<file path="config.mk">
export PLATFORM = sky130hd
export DESIGN_NAME = deadline_sorted_task_queue
export DESIGN_NICKNAME = d
export VERILOG_FILES = /design/src/design/dstq_pkg.sv /design/src/design/dstq_ram.sv /design/src/design/dstq_seq.sv /design/src/design/deadline_sorted_task_queue.sv
export SDC_FILE = /design/constraint.sdc
export NUM_CORES = 2
export LEC_CHECK = 0
export BUFFER_PORTS_ARGS = -buffer_cell sky130_fd_sc_hd__buf_4
export CAP_MARGIN = 0
export CORE_UTILIZATION = 54
export DETAILED_ROUTE_END_ITERATION = 8
export GPL_TIMING_DRIVEN = 0
export PLACE_DENSITY = 0.81
export SETUP_SLACK_MARGIN = 0.4
export SYNTH_ARGS = -nofsm -noshare
export SYNTH_HDL_FRONTEND = slang
export SYNTH_SLANG_ARGS = --single-unit
</file>
<file path="constraint.sdc">
create_clock -name clk -period 19.8 [get_ports clk]
set_input_delay 5.94 -clock clk [delete_from_list [all_inputs] [get_ports clk]]
set_output_delay 5.94 -clock clk [all_outputs]
set_load 0.05 [all_outputs]
</file>
<file path="src/design/dstq_pkg.sv">
// Shared types and codes for the deadline-sorted task queue.
// No dependencies; used by dstq_seq and deadline_sorted_task_queue.
`default_nettype none

package dstq_pkg;

  // Operation codes carried on the opcode field.
  localparam logic [1:0] OP_CREATE   = 2'd0;
  localparam logic [1:0] OP_COMPLETE = 2'd1;
  localparam logic [1:0] OP_TIMEOUT  = 2'd2;
  localparam logic [1:0] OP_QUERY    = 2'd3;

  // Status codes returned with every result.
  localparam logic [1:0] ST_OK        = 2'd0;
  localparam logic [1:0] ST_FULL      = 2'd1;
  localparam logic [1:0] ST_NOT_FOUND = 2'd2;
  localparam logic [1:0] ST_EMPTY     = 2'd3;

  localparam logic [15:0] COUNT_MAX = 16'hFFFF;

  // One queue slot as stored in the entry memory.
  typedef struct packed {
    logic [31:0] deadline;
    logic [7:0]  task_id;
    logic [31:0] start_tick;
  } entry_t;

  // One result item.
  typedef struct packed {
    logic [1:0]         status;
    logic               head_valid;
    logic [7:0]         head_task;
    logic signed [31:0] sleep_ticks;
    logic [7:0]         moved_task;
    logic [31:0]        moved_release;
    logic [4:0]         active_count;
    logic [15:0]        completed_count;
    logic [15:0]        overdue_count;
  } result_t;

endpackage

`default_nettype wire

</file>
<file path="src/design/dstq_ram.sv">
// Generic simple dual-port RAM: one write port, one read port, registered read.
// No dependencies.
`default_nettype none

module dstq_ram #(
  parameter int WIDTH = 8,
  parameter int DEPTH = 16
) (
  input  wire logic                     clk,
  input  wire logic                     wr_en,
  input  wire logic [$clog2(DEPTH)-1:0] wr_addr,
  input  wire logic [WIDTH-1:0]         wr_data,
  input  wire logic                     rd_en,
  input  wire logic [$clog2(DEPTH)-1:0] rd_addr,
  output logic      [WIDTH-1:0]         rd_data
);

  logic [WIDTH-1:0] mem [DEPTH];

  always_ff @(posedge clk) begin
    if (wr_en) begin
      mem[wr_addr] <= wr_data;
    end
    if (rd_en) begin
      rd_data <= mem[rd_addr];
    end
  end

endmodule

`default_nettype wire

</file>
<file path="src/design/dstq_seq.sv">
// Sequencer for the deadline-sorted task queue: walks the entry memory to
// insert or remove a slot, then reads the head. Uses dstq_pkg and dstq_ram.
`default_nettype none

module dstq_seq #(
  parameter int MAX_TASKS = 16
) (
  input  wire logic              clk,
  input  wire logic              rst,
  input  wire logic              in_valid,
  output logic                   in_ready,
  input  wire logic [1:0]        opcode,
  input  wire logic [7:0]        task_id,
  input  wire logic [31:0]       deadline,
  input  wire logic [31:0]       now_ticks,
  output logic                   res_valid,
  input  wire logic              res_ready,
  output dstq_pkg::result_t      res
);

  localparam int IDX_W = $clog2(MAX_TASKS);
  localparam int CNT_W = $clog2(MAX_TASKS + 1);

  typedef enum logic [5:0] {
    S_IDLE = 6'b000001,
    S_INS  = 6'b000010,
    S_PUT  = 6'b000100,
    S_DEL  = 6'b001000,
    S_HEAD = 6'b010000,
    S_DONE = 6'b100000
  } state_t;

  state_t             state;
  logic [1:0]         op_q;
  logic [7:0]         id_q;
  logic [31:0]        dl_q;
  logic [31:0]        now_q;
  logic [CNT_W-1:0]   len;
  logic [CNT_W-1:0]   hole;
  logic [IDX_W-1:0]   idx;
  logic               found;
  logic [7:0]         moved_task;
  logic [31:0]        moved_release;
  logic [1:0]         status_q;
  logic [15:0]        done_total;
  logic [15:0]        late_total;

  logic                 rd_en;
  logic [IDX_W-1:0]     rd_addr;
  logic                 wr_en;
  logic [IDX_W-1:0]     wr_addr;
  dstq_pkg::entry_t     wr_data;
  dstq_pkg::entry_t     rd_data;
  dstq_pkg::entry_t     new_entry;

  logic accept;
  logic is_full;
  logic is_empty;
  logic shift_up;
  logic last;
  logic match;

  dstq_ram #(
    .WIDTH ($bits(dstq_pkg::entry_t)),
    .DEPTH (MAX_TASKS)
  ) u_entries (
    .clk     (clk),
    .wr_en   (wr_en),
    .wr_addr (wr_addr),
    .wr_data (wr_data),
    .rd_en   (rd_en),
    .rd_addr (rd_addr),
    .rd_data (rd_data)
  );

  assign in_ready  = (state == S_IDLE);
  assign accept    = in_valid && in_ready;
  assign is_full   = (len >= CNT_W'(MAX_TASKS));
  assign is_empty  = (len == '0);
  assign new_entry = '{deadline: dl_q, task_id: id_q, start_tick: now_q};
  // While inserting, an entry with a later deadline moves up one slot.
  assign shift_up  = (rd_data.deadline > dl_q);
  assign last      = ((CNT_W'(idx) + CNT_W'(1)) == len);
  assign match     = (op_q == dstq_pkg::OP_TIMEOUT) ? (idx == '0)
                                                    : (rd_data.task_id == id_q);

  // Memory port control.
  always_comb begin
    rd_en   = 1'b0;
    rd_addr = '0;
    wr_en   = 1'b0;
    wr_addr = '0;
    wr_data = rd_data;
    unique case (state)
      S_IDLE: begin
        if (accept && !is_empty) begin
          if (opcode == dstq_pkg::OP_CREATE && !is_full) begin
            rd_en   = 1'b1;
            rd_addr = IDX_W'(len - CNT_W'(1));
          end else if (opcode == dstq_pkg::OP_COMPLETE ||
                       opcode == dstq_pkg::OP_TIMEOUT) begin
            rd_en   = 1'b1;
            rd_addr = '0;
          end
        end
      end
      S_INS: begin
        wr_en   = 1'b1;
        wr_addr = IDX_W'(hole);
        if (shift_up) begin
          wr_data = rd_data;
          if (hole >= CNT_W'(2)) begin
            rd_en   = 1'b1;
            rd_addr = IDX_W'(hole - CNT_W'(2));
          end
        end else begin
          wr_data = new_entry;
        end
      end
      S_PUT: begin
        wr_en   = 1'b1;
        wr_addr = '0;
        wr_data = new_entry;
      end
      S_DEL: begin
        if (found) begin
          wr_en   = 1'b1;
          wr_addr = idx - IDX_W'(1);
        end
        if (!last) begin
          rd_en   = 1'b1;
          rd_addr = idx + IDX_W'(1);
        end
      end
      S_HEAD: begin
        rd_en   = 1'b1;
        rd_addr = '0;
      end
      S_DONE: begin
      end
      default: begin
      end
    endcase
  end

  always_ff @(posedge clk) begin
    if (rst) begin
      state      <= S_IDLE;
      len        <= '0;
      done_total <= '0;
      late_total <= '0;
    end else begin
      unique case (state)
        S_IDLE: begin
          if (accept) begin
            op_q          <= opcode;
            id_q          <= task_id;
            dl_q          <= deadline;
            now_q         <= now_ticks;
            found         <= 1'b0;
            moved_task    <= '0;
            moved_release <= '0;
            status_q      <= dstq_pkg::ST_OK;
            idx           <= '0;
            hole          <= len;
            unique case (opcode)
              dstq_pkg::OP_CREATE: begin
                if (is_full) begin
                  status_q <= dstq_pkg::ST_FULL;
                  state    <= S_HEAD;
                end else if (is_empty) begin
                  state <= S_PUT;
                end else begin
                  state <= S_INS;
                end
              end
              dstq_pkg::OP_COMPLETE: begin
                if (is_empty) begin
                  status_q <= dstq_pkg::ST_NOT_FOUND;
                  state    <= S_HEAD;
                end else begin
                  state <= S_DEL;
                end
              end
              dstq_pkg::OP_TIMEOUT: begin
                if (is_empty) begin
                  status_q <= dstq_pkg::ST_EMPTY;
                  state    <= S_HEAD;
                end else begin
                  state <= S_DEL;
                end
              end
              default: begin
                state <= S_HEAD;
              end
            endcase
          end
        end
        S_INS: begin
          if (shift_up) begin
            hole <= hole - CNT_W'(1);
            if (hole == CNT_W'(1)) begin
              state <= S_PUT;
            end
          end else begin
            len   <= len + CNT_W'(1);
            state <= S_HEAD;
          end
        end
        S_PUT: begin
          len   <= len + CNT_W'(1);
          state <= S_HEAD;
        end
        S_DEL: begin
          if (!found && match) begin
            found         <= 1'b1;
            moved_task    <= rd_data.task_id;
            moved_release <= rd_data.start_tick;
          end
          if (!last) begin
            idx <= idx + IDX_W'(1);
          end else begin
            if (found || match) begin
              len <= len - CNT_W'(1);
              if (op_q == dstq_pkg::OP_TIMEOUT) begin
                if (late_total != dstq_pkg::COUNT_MAX) begin
                  late_total <= late_total + 16'd1;
                end
              end else if (done_total != dstq_pkg::COUNT_MAX) begin
                done_total <= done_total + 16'd1;
              end
            end else begin
              status_q <= dstq_pkg::ST_NOT_FOUND;
            end
            state <= S_HEAD;
          end
        end
        S_HEAD: begin
          state <= S_DONE;
        end
        S_DONE: begin
          if (res_ready) begin
            state <= S_IDLE;
          end
        end
        default: begin
          state <= S_IDLE;
        end
      endcase
    end
  end

  // The head read lands in S_DONE and the read port stays idle there, so
  // rd_data holds slot 0 for as long as the result waits.
  assign res_valid = (state == S_DONE);

  always_comb begin
    res                 = '0;
    res.status          = status_q;
    res.moved_task      = moved_task;
    res.moved_release   = moved_release;
    res.active_count    = 5'(len);
    res.completed_count = done_total;
    res.overdue_count   = late_total;
    if (!is_empty) begin
      res.head_valid  = 1'b1;
      res.head_task   = rd_data.task_id;
      res.sleep_ticks = signed'(rd_data.deadline - now_q);
    end
  end

endmodule

`default_nettype wire

</file>
<file path="src/design/deadline_sorted_task_queue.sv">
// Top level of the earliest-deadline-first task queue: sequencer plus output
// register. Uses dstq_pkg and dstq_seq (which holds the dstq_ram entry memory).
//
//   Channel  Handshake              Payload
//   in       in_valid / in_ready    opcode, task_id, deadline, now_ticks
//   out      out_valid / out_ready  status, head_valid, head_task, sleep_ticks,
//                                   moved_task, moved_release, active_count,
//                                   completed_count, overdue_count
//
// A create occupies the sequencer while it moves up one slot each of the S
// queued tasks with a later deadline, then writes the new task; a complete or
// a timeout walks over all L queued tasks; a status query, a create into a
// full queue or a complete or timeout on an empty queue skips the walk and
// only reads the head. The worst case is set by the walk over the entry
// memory, which reads and writes at most one slot each per cycle.
// Reset (rst, synchronous) empties the queue and clears both counters; the
// slot memory itself is not cleared. A stalled out channel holds one result
// in the output register while the next item is already taken and worked on.
`default_nettype none

module deadline_sorted_task_queue #(
  parameter int MAX_TASKS = 16
) (
  input  wire logic               clk,
  input  wire logic               rst,

  input  wire logic               in_valid,
  output logic                    in_ready,
  input  wire logic [1:0]         opcode,
  input  wire logic [7:0]         task_id,
  input  wire logic [31:0]        deadline,
  input  wire logic [31:0]        now_ticks,

  output logic                    out_valid,
  input  wire logic               out_ready,
  output logic [1:0]              status,
  output logic                    head_valid,
  output logic [7:0]              head_task,
  output logic signed [31:0]      sleep_ticks,
  output logic [7:0]              moved_task,
  output logic [31:0]             moved_release,
  output logic [4:0]              active_count,
  output logic [15:0]             completed_count,
  output logic [15:0]             overdue_count
);

  logic              res_valid;
  logic              res_ready;
  dstq_pkg::result_t res;
  dstq_pkg::result_t out_q;

  // The sequencer walks the sorted slots in memory and produces one result
  // per accepted item.
  dstq_seq #(
    .MAX_TASKS (MAX_TASKS)
  ) u_seq (
    .clk       (clk),
    .rst       (rst),
    .in_valid  (in_valid),
    .in_ready  (in_ready),
    .opcode    (opcode),
    .task_id   (task_id),
    .deadline  (deadline),
    .now_ticks (now_ticks),
    .res_valid (res_valid),
    .res_ready (res_ready),
    .res       (res)
  );

  // The output register takes a new result whenever it is empty or its
  // current result is being transferred in this cycle.
  assign res_ready = !out_valid || out_ready;

  always_ff @(posedge clk) begin
    if (rst) begin
      out_valid <= 1'b0;
    end else if (res_valid && res_ready) begin
      out_valid <= 1'b1;
    end else if (out_ready) begin
      out_valid <= 1'b0;
    end
  end

  always_ff @(posedge clk) begin
    if (res_valid && res_ready) begin
      out_q <= res;
    end
  end

  assign status          = out_q.status;
  assign head_valid      = out_q.head_valid;
  assign head_task       = out_q.head_task;
  assign sleep_ticks     = out_q.sleep_ticks;
  assign moved_task      = out_q.moved_task;
  assign moved_release   = out_q.moved_release;
  assign active_count    = out_q.active_count;
  assign completed_count = out_q.completed_count;
  assign overdue_count   = out_q.overdue_count;

endmodule

`default_nettype wire
</file>
# After elaboration in Yosys (flattened, before gate mapping)
# Memories as Yosys holds them, arrays and structs flattened. A register that Yosys moved wholly into a read port is not among the register bits.
# Cells that the tools add are included.
# word_totals
in_bits	78
word_cells	156
mem_count	1
output_inout_bits	122
ramBits	1152
ff_bits	290
# mem_list
memory	words	width	read_ports	rd_ports_with_merged_regs	wr	line	text
u_seq.u_entries.mem	16	72	1	1	1	dstq_ram.sv:18	logic [WIDTH-1:0] mem [DEPTH];
# classes
bitwise_logic	2
n_mux	62
addsub	10
n_lt_le_gt_ge	3
eq_ne	24
reduce_logical	30
# ops
cell	n
one-hot mux 72 bit (2 select lines)	1
2-to-1 mux 72 bit	1
2-to-1 mux 32 bit	2
one-hot mux 32 bit (2 select lines)	1
2-to-1 mux 41 bit	1
2-to-1 mux 6 bit	6
one-hot mux 6 bit (6 select lines)	1
adder 16 x 1 -> 16 bit (second input constant)	2
> comparator 32 bit	1
2-to-1 mux 4 bit	8
!= test 16 bit (second input constant)	2
subtractor 32 bit	1
2-to-1 mux 5 bit	6
AND reduction 4 bit	5
2-to-1 mux 8 bit	2
one-hot mux 4 bit (2 select lines)	2
one-hot mux 8 bit (2 select lines)	1
2-to-1 mux 1 bit	15
one-hot mux 5 bit (3 select lines)	1
AND reduction 5 bit	3
one-hot mux 4 bit (3 select lines)	1
one-hot mux 6 bit (2 select lines)	1
2-to-1 mux 2 bit	5
!= test 2 x 1 -> 1 bit (second input constant)	5
38 further kinds	57

# Logic depth before layout (Yosys ltp)
# logic_depth
depth_word	6
ltp_mapped	15
ltp_nobuf	13

# Cells and area by module
# A second synthesis with hierarchy kept.
# unflattened
cells_unflattened	3015
area_unflattened_um2	59574.6
# modules_own_cells
mod	instances	area_each_um2	cells_per_inst	seq_area_each_um2
dstq_ram	1	45273.4	1850	36755.3
dstq_seq	1	10642.7	1040	4644.5
deadline_sorted_task_queue	1	3658.5	125	3623.5

# Worst setup path after synthesis
# OpenSTA, ideal clock, no wires.
# synth_path
path_type	input to register
start	in out_ready
end	reg out_q, in the netlist active_count[0], enable pin
n_path_buf	0
cell_stages	2
t_required_ps	19199
setup_time_ps	601
path_slack_ps	8200
arrival_ps	10999
cell_sequence	nor2b_1 nor2_1
# synth_between
elab_chain_cells	2
# synth_lines
item	line	text
from (decl)	deadline_sorted_task_queue.sv:35	input wire logic out_ready,
logical OR 1 bit	deadline_sorted_task_queue.sv:72	assign res_ready = !out_valid || out_ready;
logical AND 1 bit	deadline_sorted_task_queue.sv:85	if (res_valid && res_ready) begin
to (signal assigned)	deadline_sorted_task_queue.sv:86	out_q <= res;
to (decl)	deadline_sorted_task_queue.sv:50	dstq_pkg::result_t out_q;
# Every way passes these cells.
# A chain may end at the register's enable or synchronous reset.

# Worst setup path after layout
# layout_path
start	in opcode[0]
end	reg u_seq.u_entries.rd_data[31] (read register of u_seq.u_entries.mem), data pin
# layout_between
elab_chain_cells	6
word_cells_on_any_way	12
classes_between	2 x eq/ne; 7 x mux; 3 x reduce/logical
# layout_lines
item	line	text
from (decl)	deadline_sorted_task_queue.sv:29	input wire logic [1:0] opcode,
== test 2 x 1 -> 1 bit or == test 2 bit (tied branches)	dstq_seq.sv:100, dstq_seq.sv:101	
logical OR 1 bit	dstq_seq.sv:100	end else if (opcode == dstq_pkg::OP_COMPLETE ||
2-to-1 mux 1 bit	dstq_seq.sv:100	
2-to-1 mux 1 bit	dstq_seq.sv:97	if (opcode == dstq_pkg::OP_CREATE && !is_full) begin
2-to-1 mux 1 bit	dstq_seq.sv:96	if (accept && !is_empty) begin
one-hot mux 1 bit (4 select lines)	dstq_seq.sv:94	unique case (state)
to (decl)	dstq_ram.sv:15	output logic [WIDTH-1:0] rd_data
# Several ways; a longest one is shown, not always the timed one.

==> summary.md <==
| Metric | Value |
|---|---|
| Clock Skew | `between 0.03 and 0.04 ns` |
| Main flop type after synthesis | `edfxtp_1` |
| Postcts setup bufs | `0` |
| Total Power | `7.469 mW` |
| Routed vias | `around 33,000` |
| Tightest Hold Check Type | `reg -> reg` |
| Mapped cell area | `59,310 um2` |
| Antenna-violating nets left | `0` |
| Max cap viols | `1` |
| CTS Buffer Depth | `3` |
| TritonCTS clock tree | `done` |
| Worst IR Drop VDD | `87.81 uV` |
| Post-synthesis sequential area ratio | `about three quarters` |
| Fin. max-slew vios | `0` |
| Initial antenna violation count | `12` |
| Drt via density | `6.613` |
| Xor/xnor cell area share of the yosys netlist | `1.103%` |
| Endpoints failing setup | `0` |
| Worst-path cell chain | `buf_4 > inv_1 > ha_1 > nor2b_1 > nand4_1 > o211ai_2 > clkbuf_1 > buf_2 > mux4_2 > a22oi_1 > nand2_1` |
| Failing checks | `max-capacitance violations` |
| Flop-to-flop setup slack | `around 14 ns` |
| Power Density | `108.7 nW/um2` |
| Clk_lat worst skew | `between 0.7 and 0.8 ns` |
| End point of the critical path | `u_seq.u_entries.rd_data[31]` |
| Max Freq | `105.0 MHz` |
| H-tree levels | `4` |
| GRT Overall Usage | `about 29%` |
| Layout Nets | `about 3,600` |
| R2r endpoint | `u_seq.u_entries.mem[15][40]` |
| Drt first pass iters | `6` |
| Outcome | `finished, violations left` |
| Crit path DAT | `10.00 ns` |
| Initial DRC count | `5,038` |
| Most frequent cells in the layout | `edfxtp_1, mux4_2, buf_4, clkbuf_16, a22oi_1` |
| Slack of the critical path | `10.28 ns` |
| Period utilization | `48.10%` |
| Core ar. | `approximately 110,000 um2` |
| Synth top area share | `about three quarters` |
| Combinational family with the most area after synthesis | `multiplexers` |
| Residual DRC | `0` |
| R2R Path Start | `u_seq.u_entries.rd_data[63]` |
| WL/cell | `32.16 um` |
| Critical Path RT | `20.27 ns` |
| Ratio of cells with drive above 1 in the final layout | `25.89%` |
| Worst path depth | `11` |
| Vias in the first global route | `between 30,000 and 40,000` |
| Synth area leaders | `edfxtp_1, mux4_2, a22oi_1` |
| Async set-reset flop share out of synthesis | `0%` |
| Hpwl dp | `100,700 um` |
| Kind of start point of the critical path | `input pin` |
| Die Ht | `between 300 and 400 um` |
| Initial Util | `54.49%` |
| Die area | `111,200 um2` |
| Placer Congestion | `between 0.9 and 1` |
| CP peak stage delay | `0.96 ns` |
| EDFF count, synth | `1,470` |
| Mapped Cells | `2,996` |
| Critical path launch point | `opcode[0]` |
| Setup TNS Final | `0 ns` |
| Syn nets | `~3,200` |
| Area delta synth->final | `15.83%` |
| Top delay family on crit path | `buffers and inverters` |
| Most common cell after layout, fill and taps aside | `edfxtp_1` |
| WP buf/inv | `4` |
| Worst Path Max Fanout | `10` |
| Cts repair resizes | `0` |
| Mapped Avg Cell Area | `approximately 20 um2` |
| Compound-gate portion of the synthesized area | `3.774%` |
| R2R depth | `11` |
| Syn. warnings | `0` |
| Mux contribution to synthesized area | `around 12%` |
| Port bufs | `a little under 200` |
| Die X | `between 300 and 400 um` |
| Clk pin slew, worst setup/hold paths | `0.06 ns` |
| Routed WL | `~160,000 um` |
| # IOs | `200` |
| Worst path slowest cell | `o211ai_2` |
| Pleak | `about 22 nW` |
| GRT Residual Overflow | `0` |
| Num CTS Buffers | `between 100 and 150` |
| Adder-cell share of the synthesized area | `roughly 1.7%` |
| Dpl ws | `9.743 ns` |
| Register bit total from synthesis | `1,514` |
| Min Clock Period, post-route | `9.524 ns` |
| Synth Area in Simple Gates | `3.369%` |
| Setup crit end kind | `register` |
| Synth unique cells | `a little under 70` |
| Hold Vio Cnt, Final | `0` |
| Yosys top cell by area | `edfxtp_1` |
| CTS Hold Bufs | `0` |
| Sink Count | `1,514` |
| FP Rows | `121` |
| Slew margin rel. | `1.258%` |
| Least-Margin Pin Slew | `approximately 1.5 ns` |
| Pin count of the biggest net entering global routing | `40` |
| Setup CP Type | `in -> reg` |
| First-pass GRT wire length | `between 200,000 and 250,000 um` |
| CTS Root Buffer Type | `clkbuf_16` |
| RSZ-0062 raised after global routing | `no` |
==> worst min path at each step <==
stage	endpoint	cells after the start	startpoint	slack [ns]
CTS	moved_release[18]	0	u_seq.moved_release[18]	0.42
detailed placement	moved_release[18]	0	u_seq.moved_release[18]	0.40
global route	moved_release[19]	0	u_seq.moved_release[19]	0.43
finish	moved_release[18]	0	u_seq.moved_release[18]	0.42
floorplan	moved_release[0]	0	u_seq.moved_release[0]	0.40
global placement	moved_task[7]	0	u_seq.moved_task[7]	0.40
==> kinds of logic (layout without fill, tap and decap cells) <==
| group | count (synthesis) | in the layout |
|---|---|---|
| AOI/OAI and AO/OA | 324 | 324 |
| buffers and inverters | 221 | 748 |
| adders and majority gates | 79 | 79 |
| muxes | 362 | 362 |
| other | 0 | 3 |
| DFF | 1514 | 1514 |
| xor gates and xnor gates | 73 | 73 |
| and+or+nand+nor | 423 | 423 |
==> per-layer routing <==
| metal | GRT usage (%) | routed length, um |
|---|---|---|
| met1 | 37.86 | 55900 |
| met2 | 43.36 | 72420 |
| met3 | 9.658 | 23110 |
| met4 | 13.28 | 7411 |
| met5 | 0 | 35 |
==> per-stage QoR <==
step,util (%),instance area (um2),hold slack (ns),std cells
floorplan,-,59310,0.4003,2996
global route,63.11,68700,0.4282,4938
finish,63.12,68700,0.4176,4940
detailed placement,58.93,64150,0.4045,4672
CTS,63.11,68700,0.4184,4937
global placement,57.48,62570,0.4025,4608
==> flip-flops by register name, summed over array words and instances, names as in the netlist, 6 cells and up <==
signal	cells
u_seq.dl_q	32
u_seq.now_q	32
u_seq.u_entries.mem	1152
overdue_count	16
u_seq.id_q	8
u_seq.done_total	16
u_seq.late_total	16
u_seq.moved_task	8
moved_task	8
completed_count	16
u_seq.moved_release	32
u_seq.u_entries.rd_data	72
u_seq.state	6
sleep_ticks	32
moved_release	32
head_task	8
==> worst register-to-register path, cell delays in order (launching register included) <==
cell and delay, ns:
edfxtp_1 0.55, ha_1 0.40, a21oi_1 0.15, o21ai_1 0.09, a22oi_1 0.21, nor4b_1 1.12, a21oi_4 0.28, a21oi_1 0.65
clkbuf_1 0.93, clkbuf_1 0.69, nand2_1 0.11, o21ai_1 0.65
==> synth_stat cells (all sizes together) (3+ instances only) <==
library cell,n
a211o,3
a211oi,7
a21o,18
a21oi,64
a221oi,3
a22oi,146
a41oi,3
and2,55
and3,7
buf,64
clkbuf,68
dfxtp,44
edfxtp,1470
ha,78
inv,89
mux2,70
mux2i,4
mux4,288
nand2,131
nand2b,14
nand3,26
nand3b,3
nand4,18
nor2,119
nor2b,11
nor3,11
nor4,3
o211ai,9
o21a,4
o21ai,37
o21bai,3
o221ai,4
o31ai,3
or2,4
or3,11
or4,3
xnor2,37
xor2,35
==> where the power goes <==
part	switching [mW]	total, mW	internal [mW]
Sequential	0.0954	3.88	3.79
Combinational	0.599	0.901	0.302
Clock	1.20	2.69	1.49
==> layout make-up <==
type	instances	area [um2]
sequential	1514	45020
inverter	89	334.1
clock inverter	83	664.4
multi-input combinational	1261	13360
buffer	132	755.7
timing repair buffer	262	2910
tap	1414	1769
fill	6885	40150
antenna	3	7.507
clock buffer	182	3884
Power figures use the tool's default switching activity.
